File: src/sv/eotd_pkg.sv
// Shared types and constants for the elevator order table dispatch core.
// Order, mode, direction and pass codes, plus controller/datapath command and status.
package eotd_pkg;

  localparam int FLOORS_DEF = 4;

  localparam logic [2:0] CODE_NONE   = 3'd0;
  localparam logic [2:0] CODE_UP     = 3'd1;
  localparam logic [2:0] CODE_DOWN   = 3'd2;
  localparam logic [2:0] CODE_BOTH   = 3'd3;
  localparam logic [2:0] CODE_INSIDE = 3'd4;

  localparam logic [1:0] MODE_SAMPLE    = 2'd0;
  localparam logic [1:0] MODE_CLR_FLOOR = 2'd1;
  localparam logic [1:0] MODE_CLR_ALL   = 2'd2;
  localparam logic [1:0] MODE_QUERY     = 2'd3;

  localparam logic [1:0] DIR_STOP = 2'd0;
  localparam logic [1:0] DIR_UP   = 2'd1;
  localparam logic [1:0] DIR_DOWN = 2'd2;

  localparam logic [1:0] PASS_MATCH = 2'd0;
  localparam logic [1:0] PASS_ANY   = 2'd1;
  localparam logic [1:0] PASS_BACK  = 2'd2;

  typedef struct packed {
    logic capture;
    logic rd_cur;
    logic exec;
    logic rd_scan;
    logic scan_chk;
    logic load_out;
  } eotd_cmd_t;

  typedef struct packed {
    logic need_scan;
    logic hit;
    logic exhausted;
    logic out_free;
  } eotd_sts_t;

endpackage

File: src/sv/eotd_ctrl.sv
// Sequencer for the elevator order table dispatch core.
// Depends on eotd_pkg for the command and status structs.
module eotd_ctrl (
  input  logic                clk,
  input  logic                rst_n,
  input  logic                in_tvalid,
  output logic                in_tready,
  input  eotd_pkg::eotd_sts_t sts,
  output eotd_pkg::eotd_cmd_t cmd
);

  typedef enum logic [5:0] {
    S_IDLE  = 6'b000001,
    S_FETCH = 6'b000010,
    S_CUR   = 6'b000100,
    S_SRD   = 6'b001000,
    S_SCHK  = 6'b010000,
    S_DONE  = 6'b100000
  } state_t;

  state_t state_r, state_nxt;

  assign in_tready = (state_r == S_IDLE);

  always_comb begin
    state_nxt = state_r;
    cmd       = '0;
    case (state_r)
      S_IDLE: begin
        if (in_tvalid) begin
          cmd.capture = 1'b1;
          state_nxt   = S_FETCH;
        end
      end
      S_FETCH: begin
        cmd.rd_cur = 1'b1;
        state_nxt  = S_CUR;
      end
      S_CUR: begin
        cmd.exec  = 1'b1;
        state_nxt = sts.need_scan ? S_SRD : S_DONE;
      end
      S_SRD: begin
        cmd.rd_scan = 1'b1;
        state_nxt   = S_SCHK;
      end
      S_SCHK: begin
        cmd.scan_chk = 1'b1;
        state_nxt    = (sts.hit || sts.exhausted) ? S_DONE : S_SRD;
      end
      S_DONE: begin
        if (sts.out_free) begin
          cmd.load_out = 1'b1;
          state_nxt    = S_IDLE;
        end
      end
      default: begin
        state_nxt = S_IDLE;
      end
    endcase
  end

  always_ff @(posedge clk) begin
    if (!rst_n) begin
      state_r <= S_IDLE;
    end else begin
      state_r <= state_nxt;
    end
  end

endmodule

File: src/sv/eotd_dpath.sv
// Datapath: order table, merge logic, floor scan and output register.
// Depends on eotd_pkg; driven by eotd_ctrl commands.
module eotd_dpath #(
  parameter int FLOORS = eotd_pkg::FLOORS_DEF
) (
  input  logic                clk,
  input  logic                rst_n,
  input  logic [7:0]          in_tdata,
  input  logic [1:0]          in_tuser,
  input  eotd_pkg::eotd_cmd_t cmd,
  output eotd_pkg::eotd_sts_t sts,
  output logic                out_tvalid,
  input  logic                out_tready,
  output logic [15:0]         out_tdata
);

  localparam int IW = (FLOORS > 1) ? $clog2(FLOORS) : 1;
  localparam int XW = ((IW > 2) ? IW : 2) + 1;

  logic [1:0] mode_r, floor_r, dir_r;
  logic       bu_r, bd_r, bi_r;

  logic [2:0]        mem_r [FLOORS];
  logic [FLOORS-1:0] vld_r;
  logic [2:0]        rd_code_r;
  logic              rd_vld_r;

  logic [IW-1:0] idx_r;
  logic [1:0]    pass_r;

  logic [2:0] res_code_r;
  logic       res_lu_r, res_ld_r, res_li_r, res_dv_r;
  logic [1:0] res_dest_r;

  logic        out_tvalid_r;
  logic [15:0] out_tdata_r;

  logic [XW-1:0] fl_x, idx_x;
  logic          inrange;
  logic [IW-1:0] cur_idx, rd_addr;
  logic [2:0]    rd_c, merged;
  logic          up_dir, dir_match, hit, at_end;

  always_comb begin
    fl_x    = XW'(floor_r);
    idx_x   = XW'(idx_r);
    inrange = (fl_x < XW'(FLOORS));
    cur_idx = inrange ? IW'(fl_x) : IW'(FLOORS - 1);
    rd_addr = cmd.rd_scan ? idx_r : cur_idx;
    rd_c    = rd_vld_r ? rd_code_r : eotd_pkg::CODE_NONE;

    if ((rd_c == eotd_pkg::CODE_DOWN && bu_r) || (rd_c == eotd_pkg::CODE_UP && bd_r)) begin
      merged = eotd_pkg::CODE_BOTH;
    end else if (bu_r) begin
      merged = eotd_pkg::CODE_UP;
    end else if (bd_r) begin
      merged = eotd_pkg::CODE_DOWN;
    end else if (bi_r) begin
      merged = eotd_pkg::CODE_INSIDE;
    end else begin
      merged = rd_c;
    end

    up_dir    = (dir_r == eotd_pkg::DIR_UP) ^ (pass_r == eotd_pkg::PASS_BACK);
    dir_match = (rd_c == eotd_pkg::CODE_INSIDE) || (rd_c == eotd_pkg::CODE_BOTH) ||
                (dir_r == eotd_pkg::DIR_UP && rd_c == eotd_pkg::CODE_UP) ||
                (dir_r == eotd_pkg::DIR_DOWN && rd_c == eotd_pkg::CODE_DOWN);
    hit       = (rd_c != eotd_pkg::CODE_NONE) &&
                ((pass_r != eotd_pkg::PASS_MATCH) || dir_match);
    at_end    = up_dir ? (idx_r == IW'(FLOORS - 1)) : (idx_r == '0);

    sts.need_scan = (mode_r == eotd_pkg::MODE_QUERY) &&
                    (dir_r == eotd_pkg::DIR_UP || dir_r == eotd_pkg::DIR_DOWN);
    sts.hit       = hit;
    sts.exhausted = !hit && at_end && (pass_r == eotd_pkg::PASS_BACK);
    sts.out_free  = !out_tvalid_r || out_tready;
  end

  // request capture
  always_ff @(posedge clk) begin
    if (cmd.capture) begin
      mode_r  <= in_tuser;
      floor_r <= in_tdata[1:0];
      bu_r    <= in_tdata[2];
      bd_r    <= in_tdata[3];
      bi_r    <= in_tdata[4];
      dir_r   <= in_tdata[6:5];
    end
  end

  // order table, one read port with registered data
  always_ff @(posedge clk) begin
    if (cmd.rd_cur || cmd.rd_scan) begin
      rd_code_r <= mem_r[rd_addr];
      rd_vld_r  <= vld_r[rd_addr];
    end
    if (cmd.exec && mode_r == eotd_pkg::MODE_SAMPLE && inrange) begin
      mem_r[cur_idx] <= merged;
    end
  end

  always_ff @(posedge clk) begin
    if (!rst_n) begin
      vld_r <= '0;
    end else if (cmd.exec) begin
      case (mode_r)
        eotd_pkg::MODE_SAMPLE: begin
          if (inrange) vld_r[cur_idx] <= 1'b1;
        end
        eotd_pkg::MODE_CLR_FLOOR: begin
          if (inrange) vld_r[cur_idx] <= 1'b0;
        end
        eotd_pkg::MODE_CLR_ALL: begin
          vld_r <= '0;
        end
        default: begin
          vld_r <= vld_r;
        end
      endcase
    end
  end

  // result and scan position
  always_ff @(posedge clk) begin
    if (cmd.exec) begin
      idx_r      <= cur_idx;
      pass_r     <= eotd_pkg::PASS_MATCH;
      res_dest_r <= 2'd0;
      res_dv_r   <= 1'b0;
      if (mode_r == eotd_pkg::MODE_SAMPLE && inrange) begin
        res_code_r <= merged;
        res_lu_r   <= (merged == eotd_pkg::CODE_UP) || (merged == eotd_pkg::CODE_BOTH);
        res_ld_r   <= (merged == eotd_pkg::CODE_DOWN) || (merged == eotd_pkg::CODE_BOTH);
        res_li_r   <= (merged == eotd_pkg::CODE_INSIDE);
      end else begin
        res_code_r <= (mode_r == eotd_pkg::MODE_QUERY) ? rd_c : eotd_pkg::CODE_NONE;
        res_lu_r   <= 1'b0;
        res_ld_r   <= 1'b0;
        res_li_r   <= 1'b0;
      end
    end else if (cmd.scan_chk) begin
      if (hit) begin
        res_dest_r <= idx_x[1:0];
        res_dv_r   <= 1'b1;
      end else if (at_end) begin
        pass_r <= pass_r + 2'd1;
        idx_r  <= cur_idx;
      end else begin
        idx_r <= up_dir ? (idx_r + IW'(1)) : (idx_r - IW'(1));
      end
    end
  end

  // output register
  always_ff @(posedge clk) begin
    if (!rst_n) begin
      out_tvalid_r <= 1'b0;
    end else if (cmd.load_out) begin
      out_tvalid_r <= 1'b1;
    end else if (out_tready) begin
      out_tvalid_r <= 1'b0;
    end
  end

  always_ff @(posedge clk) begin
    if (cmd.load_out) begin
      out_tdata_r <= {7'd0, res_dv_r, res_dest_r, res_li_r, res_ld_r, res_lu_r, res_code_r};
    end
  end

  assign out_tvalid = out_tvalid_r;
  assign out_tdata  = out_tdata_r;

endmodule

File: src/sv/elevator_order_table_dispatch_core.sv
// Elevator order table dispatch core: top level joining sequencer and datapath.
// Sequence: a request is captured, its floor's table entry is read, then executed; a query
// with a direction then walks the table one floor per step through the single read port,
// alternating read and check, and the result waits until the output register is free.
// One request at a time: a new request is taken only once the last result has been loaded.
// Reset (rst_n low, synchronous): all floors read as no order, output empty.
module elevator_order_table_dispatch_core #(
  parameter int FLOORS = eotd_pkg::FLOORS_DEF
) (
  input  logic        clk,
  input  logic        rst_n,
  input  logic        in_tvalid,
  output logic        in_tready,
  input  logic [7:0]  in_tdata,   // floor[1:0], button_up, button_down, button_inside, direction[1:0]
  input  logic [1:0]  in_tuser,   // mode[1:0]
  output logic        out_tvalid,
  input  logic        out_tready,
  output logic [15:0] out_tdata   // order_code[2:0], lamp_up, lamp_down, lamp_inside,
                                  // dest_floor[1:0], dest_valid
);

  eotd_pkg::eotd_cmd_t cmd;
  eotd_pkg::eotd_sts_t sts;

  eotd_ctrl u_ctrl (
    .clk       (clk),
    .rst_n     (rst_n),
    .in_tvalid (in_tvalid),
    .in_tready (in_tready),
    .sts       (sts),
    .cmd       (cmd)
  );

  eotd_dpath #(
    .FLOORS (FLOORS)
  ) u_dpath (
    .clk        (clk),
    .rst_n      (rst_n),
    .in_tdata   (in_tdata),
    .in_tuser   (in_tuser),
    .cmd        (cmd),
    .sts        (sts),
    .out_tvalid (out_tvalid),
    .out_tready (out_tready),
    .out_tdata  (out_tdata)
  );

endmodule

File: config.mk
export PLATFORM = sky130hd
export DESIGN_NAME = elevator_order_table_dispatch_core
export DESIGN_NICKNAME = d
export VERILOG_FILES = /design/src/sv/eotd_pkg.sv /design/src/sv/eotd_ctrl.sv /design/src/sv/eotd_dpath.sv /design/src/sv/elevator_order_table_dispatch_core.sv
export SDC_FILE = /design/constraint.sdc
export NUM_CORES = 1
export LEC_CHECK = 0
export BUFFER_PORTS_ARGS = -buffer_cell sky130_fd_sc_hd__buf_2
export CELL_PAD_IN_SITES_DETAIL_PLACEMENT = 0
export CELL_PAD_IN_SITES_GLOBAL_PLACEMENT = 2
export CORE_MARGIN = 3
export CORE_UTILIZATION = 41
export DETAILED_ROUTE_END_ITERATION = 6
export GPL_ROUTABILITY_DRIVEN = 0
export PLACE_DENSITY = 0.89
export SYNTH_ARGS = -nofsm -noshare
export SYNTH_HDL_FRONTEND = slang
export SYNTH_SLANG_ARGS = --single-unit
File: constraint.sdc
create_clock -name clk -period 5.1 [get_ports clk]
set_input_delay 1.02 -clock clk [delete_from_list [all_inputs] [get_ports clk]]
set_output_delay 1.02 -clock clk [all_outputs]
set_load 0.03 [all_outputs]
* After elaboration in Yosys (flattened, before gate mapping) *
Memory sizes are Yosys's and may differ from the RTL's. A register that Yosys moved wholly into a read port is not among the register bits.
Cells that the tools add are included.

storage, ports and cells
  flip-flop bits (word level) = 43
  RAM bits = 12
  input bits = 14
  output and inout port bits = 18
  logic and storage cells = 126
  memories kept = 1

memories
  memory         depth  width  read ports  clocked after memory_dff  write ports  line              text
  u_dpath.mem_r  4      3      1           1                         1            eotd_dpath.sv:23  logic [2:0] mem_r [FLOORS];

operators by class
  $add $sub $neg = 3
  magnitude comparators = 3
  equal/unequal tests = 24
  multiplexer cells = 36
  bitwise gates (word level) = 5
  reduce and logical (&&, ||, !) cells = 35

operators with widths
  cell                                                         number
  one-hot mux 6 bit (6 select lines)                           1
  two-way mux 6 bit                                            4
  two-way mux 3 bit                                            7
  two-way mux 1 bit                                            15
  equality test 3 x 2 -> 1 bit (second input constant)         4
  two-way mux 2 bit                                            6
  one-hot mux 4 bit (3 select lines)                           1
  logical OR 1 bit                                             11
  equality test 2 bit (second input constant)                  5
  logical AND 1 bit                                            10
  AND reduction 2 bit                                          4
  equality test 3 x 1 -> 1 bit (second input constant)         2
  equality test 3 bit (second input constant)                  2
  equality test 6 x 1 -> 1 bit (second input constant)         1
  equality test 6 x 2 -> 1 bit (second input constant)         1
  equality test 6 x 3 -> 1 bit (second input constant)         1
  equality test 6 x 4 -> 1 bit (second input constant)         1
  equality test 6 x 5 -> 1 bit (second input constant)         1
  equality test 6 bit (second input constant)                  1
  less-than comparator 2 x 3 -> 1 bit (second input constant)  2
  nonzero test 2 bit                                           3
  nonzero test 3 bit                                           2
  adder 2 x 1 -> 2 bit (second input constant)                 2
  AND 4 bit                                                    1
  14 further kinds                                             18

* Depth between registers and ports, before layout *
  depth after elaboration = 13
  gate-level depth with buffers = 6
  depth with buffers taken out = 6

* By module *
From an unflattened synthesis, not the netlist that was laid out.

second synthesis, totals
  cell total of the unflattened synthesis = 230
  area total of the unflattened synthesis = 2,762.6 sq um

modules (own cells, without submodules)
  module      times used  cells each  area each (sq um)  seq. area each (sq um)
  eotd_dpath  1           187         2,401.1            1,461.4
  eotd_ctrl   1           43          361.6              120.1

* Worst setup path after synthesis *
OpenSTA, ideal clock, no wires.

  kind = register -> register
  from = register u_ctrl.state_r[5]
  to = memory u_dpath.mem_r[0][0], enable pin
  setup time = 345 ps
  arrival time = 1,761 ps
  data required time = 4,755 ps
  slack = 2,994 ps
  cell stages (with the launch flop) = 7
  buffers on the path = 1
  period minus slack after synthesis = 2,106 ps
  cells stage by stage = dfxtp_1 -> buf_6 -> nor4_1 -> nand2_1 -> inv_1 -> nand2_1 -> nor3_1

between the ends
  cells in the longest elaborated chain, start to end = 5

ends and longest elaborated chain
  element                                  line              text
  start, declared                          eotd_ctrl.sv:21   state_t state_r, state_nxt;
  start signal, assigned                   eotd_ctrl.sv:67   state_r <= state_nxt;
  equality test 6 x 3 -> 1 bit             eotd_ctrl.sv:28   case (state_r)
  two-way mux 1 bit                        eotd_ctrl.sv:28
  logical AND 1 bit                        eotd_dpath.sv:97  if (cmd.exec && mode_r == eotd_pkg::MODE_SAMPLE && inrange) begin
  two-way mux 1 bit                        eotd_dpath.sv:97
  two-way mux 1 bit (not written as such)  eotd_dpath.sv:98  mem_r[cur_idx] <= merged;
  end, declared                            eotd_dpath.sv:23

Every way passes these cells.

* Worst setup path in the final report *
Same ends and word-level chain as after synthesis.

==> results.yml <==
route:
  drc_errors: 0
  first_pass_iters: 4
  via_per_inst: 5.54
  drtIter0Drc: 106
  wl_per_cell_um: 15.3
  num_vias: 1990
  finalWirelength_mm: 5.49
  ant_nets: 0
clock_tree:
  cts_hold_buf: 0
  insertion_delay_ns: 0.33
  numCtsBuffers: 9
  cts_tree: "yes"
  clk_pin_slew_ns: 0.07
  htree_levels: 3
  cts-resized-gates: 0
  clockBufferDepth: 2
  cts_setup_buffers: 0
  cts.sinks: 58
  cts-root-buf: "clkbuf_8"
worst_setup_path:
  cp_cell_sequence: "nor4_1, nand2_1, inv_1, nand2_1, nor3_1"
  end_kind: "flop"
  required_ns: 5.08
  crit_fanout: 12
  critPathMostFrequentCell: "nand2_1"
  crit_arrival_ns: 2.60
  crit_type: "reg2reg"
  cp-start-kind: "flop"
  slowest_delay_ns: 0.60
  critPathSlowestCell: "nor4_1"
layout:
  area_growth_pct: 12.5
  drive_above_1_share: 0.181
  final_cell_mix: "edfxtp_1, buf_2, o21ai_0, nand2_1, dfxtp_1"
  nFillCells: 604
  final_common_cell: "edfxtp_1"
  diodes: 0
  final_nets: 299
synth:
  synth_edf_count: 42
  ys_seq_area_frac: 0.557
  syn_avg_cell_area_um2: 11.2
  synthArstFlopShare: 0
  ys_types: 59
  synth_seq_cells: 58
  synth_cells: 253
  syn_area_um2: 2840
  synth_warnings: 0
  synthFlopType: "edfxtp_1"
global_route:
  grt_pass1_vias: 1918
  grt_util_all_layers: 0.152
  grt_pass1_wl_mm: 9.00
  antenna_found_initial: 0
  grt_remaining_overflow: 0
  grt_max_degree: 13
sta:
  fin_setup_tns_ns: 0
  clock_skew_ns: 0.00749
  rsz0062_at_grt: "no"
  post-route-period-util: 0.514
  slew_viol_final: 0
  min_period_ns: 2.62
  hold_viol: 0
  setup_viol: 0
  max-slew-margin-rel: 0.483
  worstMarginPinSlew_ns: 0.770
  timing.fmax_ghz: 0.381
power:
  p_per_area_nw_per_um2: 349
  p_leak_uw: 0.00118
  ir_drop_v: 0.000119
  p_total_uw: 1120
die:
  initial_core_util: 0.435
  design.die.area_um2: 7960
  die_w_um: 89.2
  io_pins: 32
  coreArea_um2: 6530
  chipHeight_um: 89.2
  rows: 29
job:
  cap_violations: 0
place:
  portBuffers: 23
  dp_hpwl_mm: 4.13
outcome:
  outcome: "complete, no violations"
hold_path:
  hold_class: "reg2reg"
[stage by stage]
stage | utilization | cells | hold WS, ns | setup slack (ns) | instance area (um2)
finish | 0.489 | 359 | 0.418 | 2.48 | 3190
global route | 0.489 | 359 | 0.429 | 2.19 | 3190
CTS | 0.489 | 359 | 0.421 | 2.44 | 3190
detailed placement | 0.456 | 343 | 0.406 | 2.48 | 2980
global placement | 0.456 | 343 | 0.402 | 2.53 | 2980
floorplan | - | 259 | 0.400 | 2.99 | 2860
[worst max-delay path, delay by kind of cell (launching register included)]
kind                   cells  cell delay, ns
flip-flops                 1            0.41
AND/OR/NAND/NOR            4            1.47
buffers and inverters      1            0.38
[path summary, 6_finish.rpt]
kind / from / slack (ns) / endpoint / depth (start not counted)
max reg2reg: u_ctrl.state_r[5] / 2.48 / u_dpath.mem_r[0][0] / 5
min: u_dpath.res_lu_r / 0.42 / u_dpath.out_tdata[3] / 0
max: u_ctrl.state_r[5] / 2.48 / u_dpath.mem_r[0][0] / 5
min reg2reg: u_dpath.res_lu_r / 0.42 / u_dpath.out_tdata[3] / 0
[kinds of logic after synthesis]
group	after synthesis	synth area share
xor+xnor	2	0.00617
compound gates	68	0.164
buf+inv	30	0.0524
other cells	1	0.00132
fa+ha+maj	8	0.0353
simple gates	82	0.167
flops	58	0.557
mux	4	0.0159
[routing by layer]
metal | track usage | part of all wire
met5 | 0 | 0
met3 | 0.0323 | 0.038
met2 | 0.253 | 0.49
met1 | 0.184 | 0.45
met4 | 0.0785 | 0.016
[cell usage after synthesis, types with 3 or more instances]
master | count | share of area
o21ai_0 | 22 | 0.039
nand4_1 | 3 | 0.0066
a21oi_1 | 7 | 0.012
a311oi_1 | 3 | 0.0093
edfxtp_1 | 42 | 0.44
ha_1 | 8 | 0.035
nor2_1 | 11 | 0.015
a32oi_1 | 8 | 0.025
o311ai_0 | 3 | 0.0093
inv_1 | 14 | 0.019
clkbuf_1 | 5 | 0.0066
nor3_1 | 4 | 0.0071
mux2i_1 | 3 | 0.011
nor2b_1 | 6 | 0.013
a31oi_1 | 5 | 0.011
nand2_1 | 18 | 0.024
buf_4 | 7 | 0.019
nand2b_1 | 5 | 0.011
dfxtp_1 | 16 | 0.11
nand3_1 | 9 | 0.016
and3_1 | 5 | 0.011
[area by class of cell]
cell class / count / area, um2 / area share
clock buffers: 9 / 124 / 0.0388
repair buffers: 23 / 115 / 0.0361
flip-flops and latches: 58 / 1580 / 0.495
well taps: 77 / 96.3 / 0.0302
inverters: 14 / 52.6 / 0.0165
clock inverters: 7 / 92.6 / 0.0290
multi-input cells: 171 / 1130 / 0.354
[report_power, final]
group	leakage [uW]	total, uW	switching, uW	internal (uW)
Sequential	0.000507	534	14.8	519
Combinational	0.000570	121	74.1	46.8
Clock	0.000103	460	187	274
Total	0.00118	1120	275	840
[flip-flops by register name, summed over array words and instances (netlist names), 2 cells and up]
name,count
u_ctrl.state_r,6
u_dpath.cur_idx,2
u_dpath.dir_r,2
u_dpath.idx_r,2
u_dpath.mem_r,12
u_dpath.mode_r,2
u_dpath.out_tdata,9
u_dpath.pass_r,2
u_dpath.rd_code_r,3
u_dpath.res_code_r,3
u_dpath.res_dest_r,2
u_dpath.vld_r,4
No activity file was read; power rests on OpenSTA's default activity.
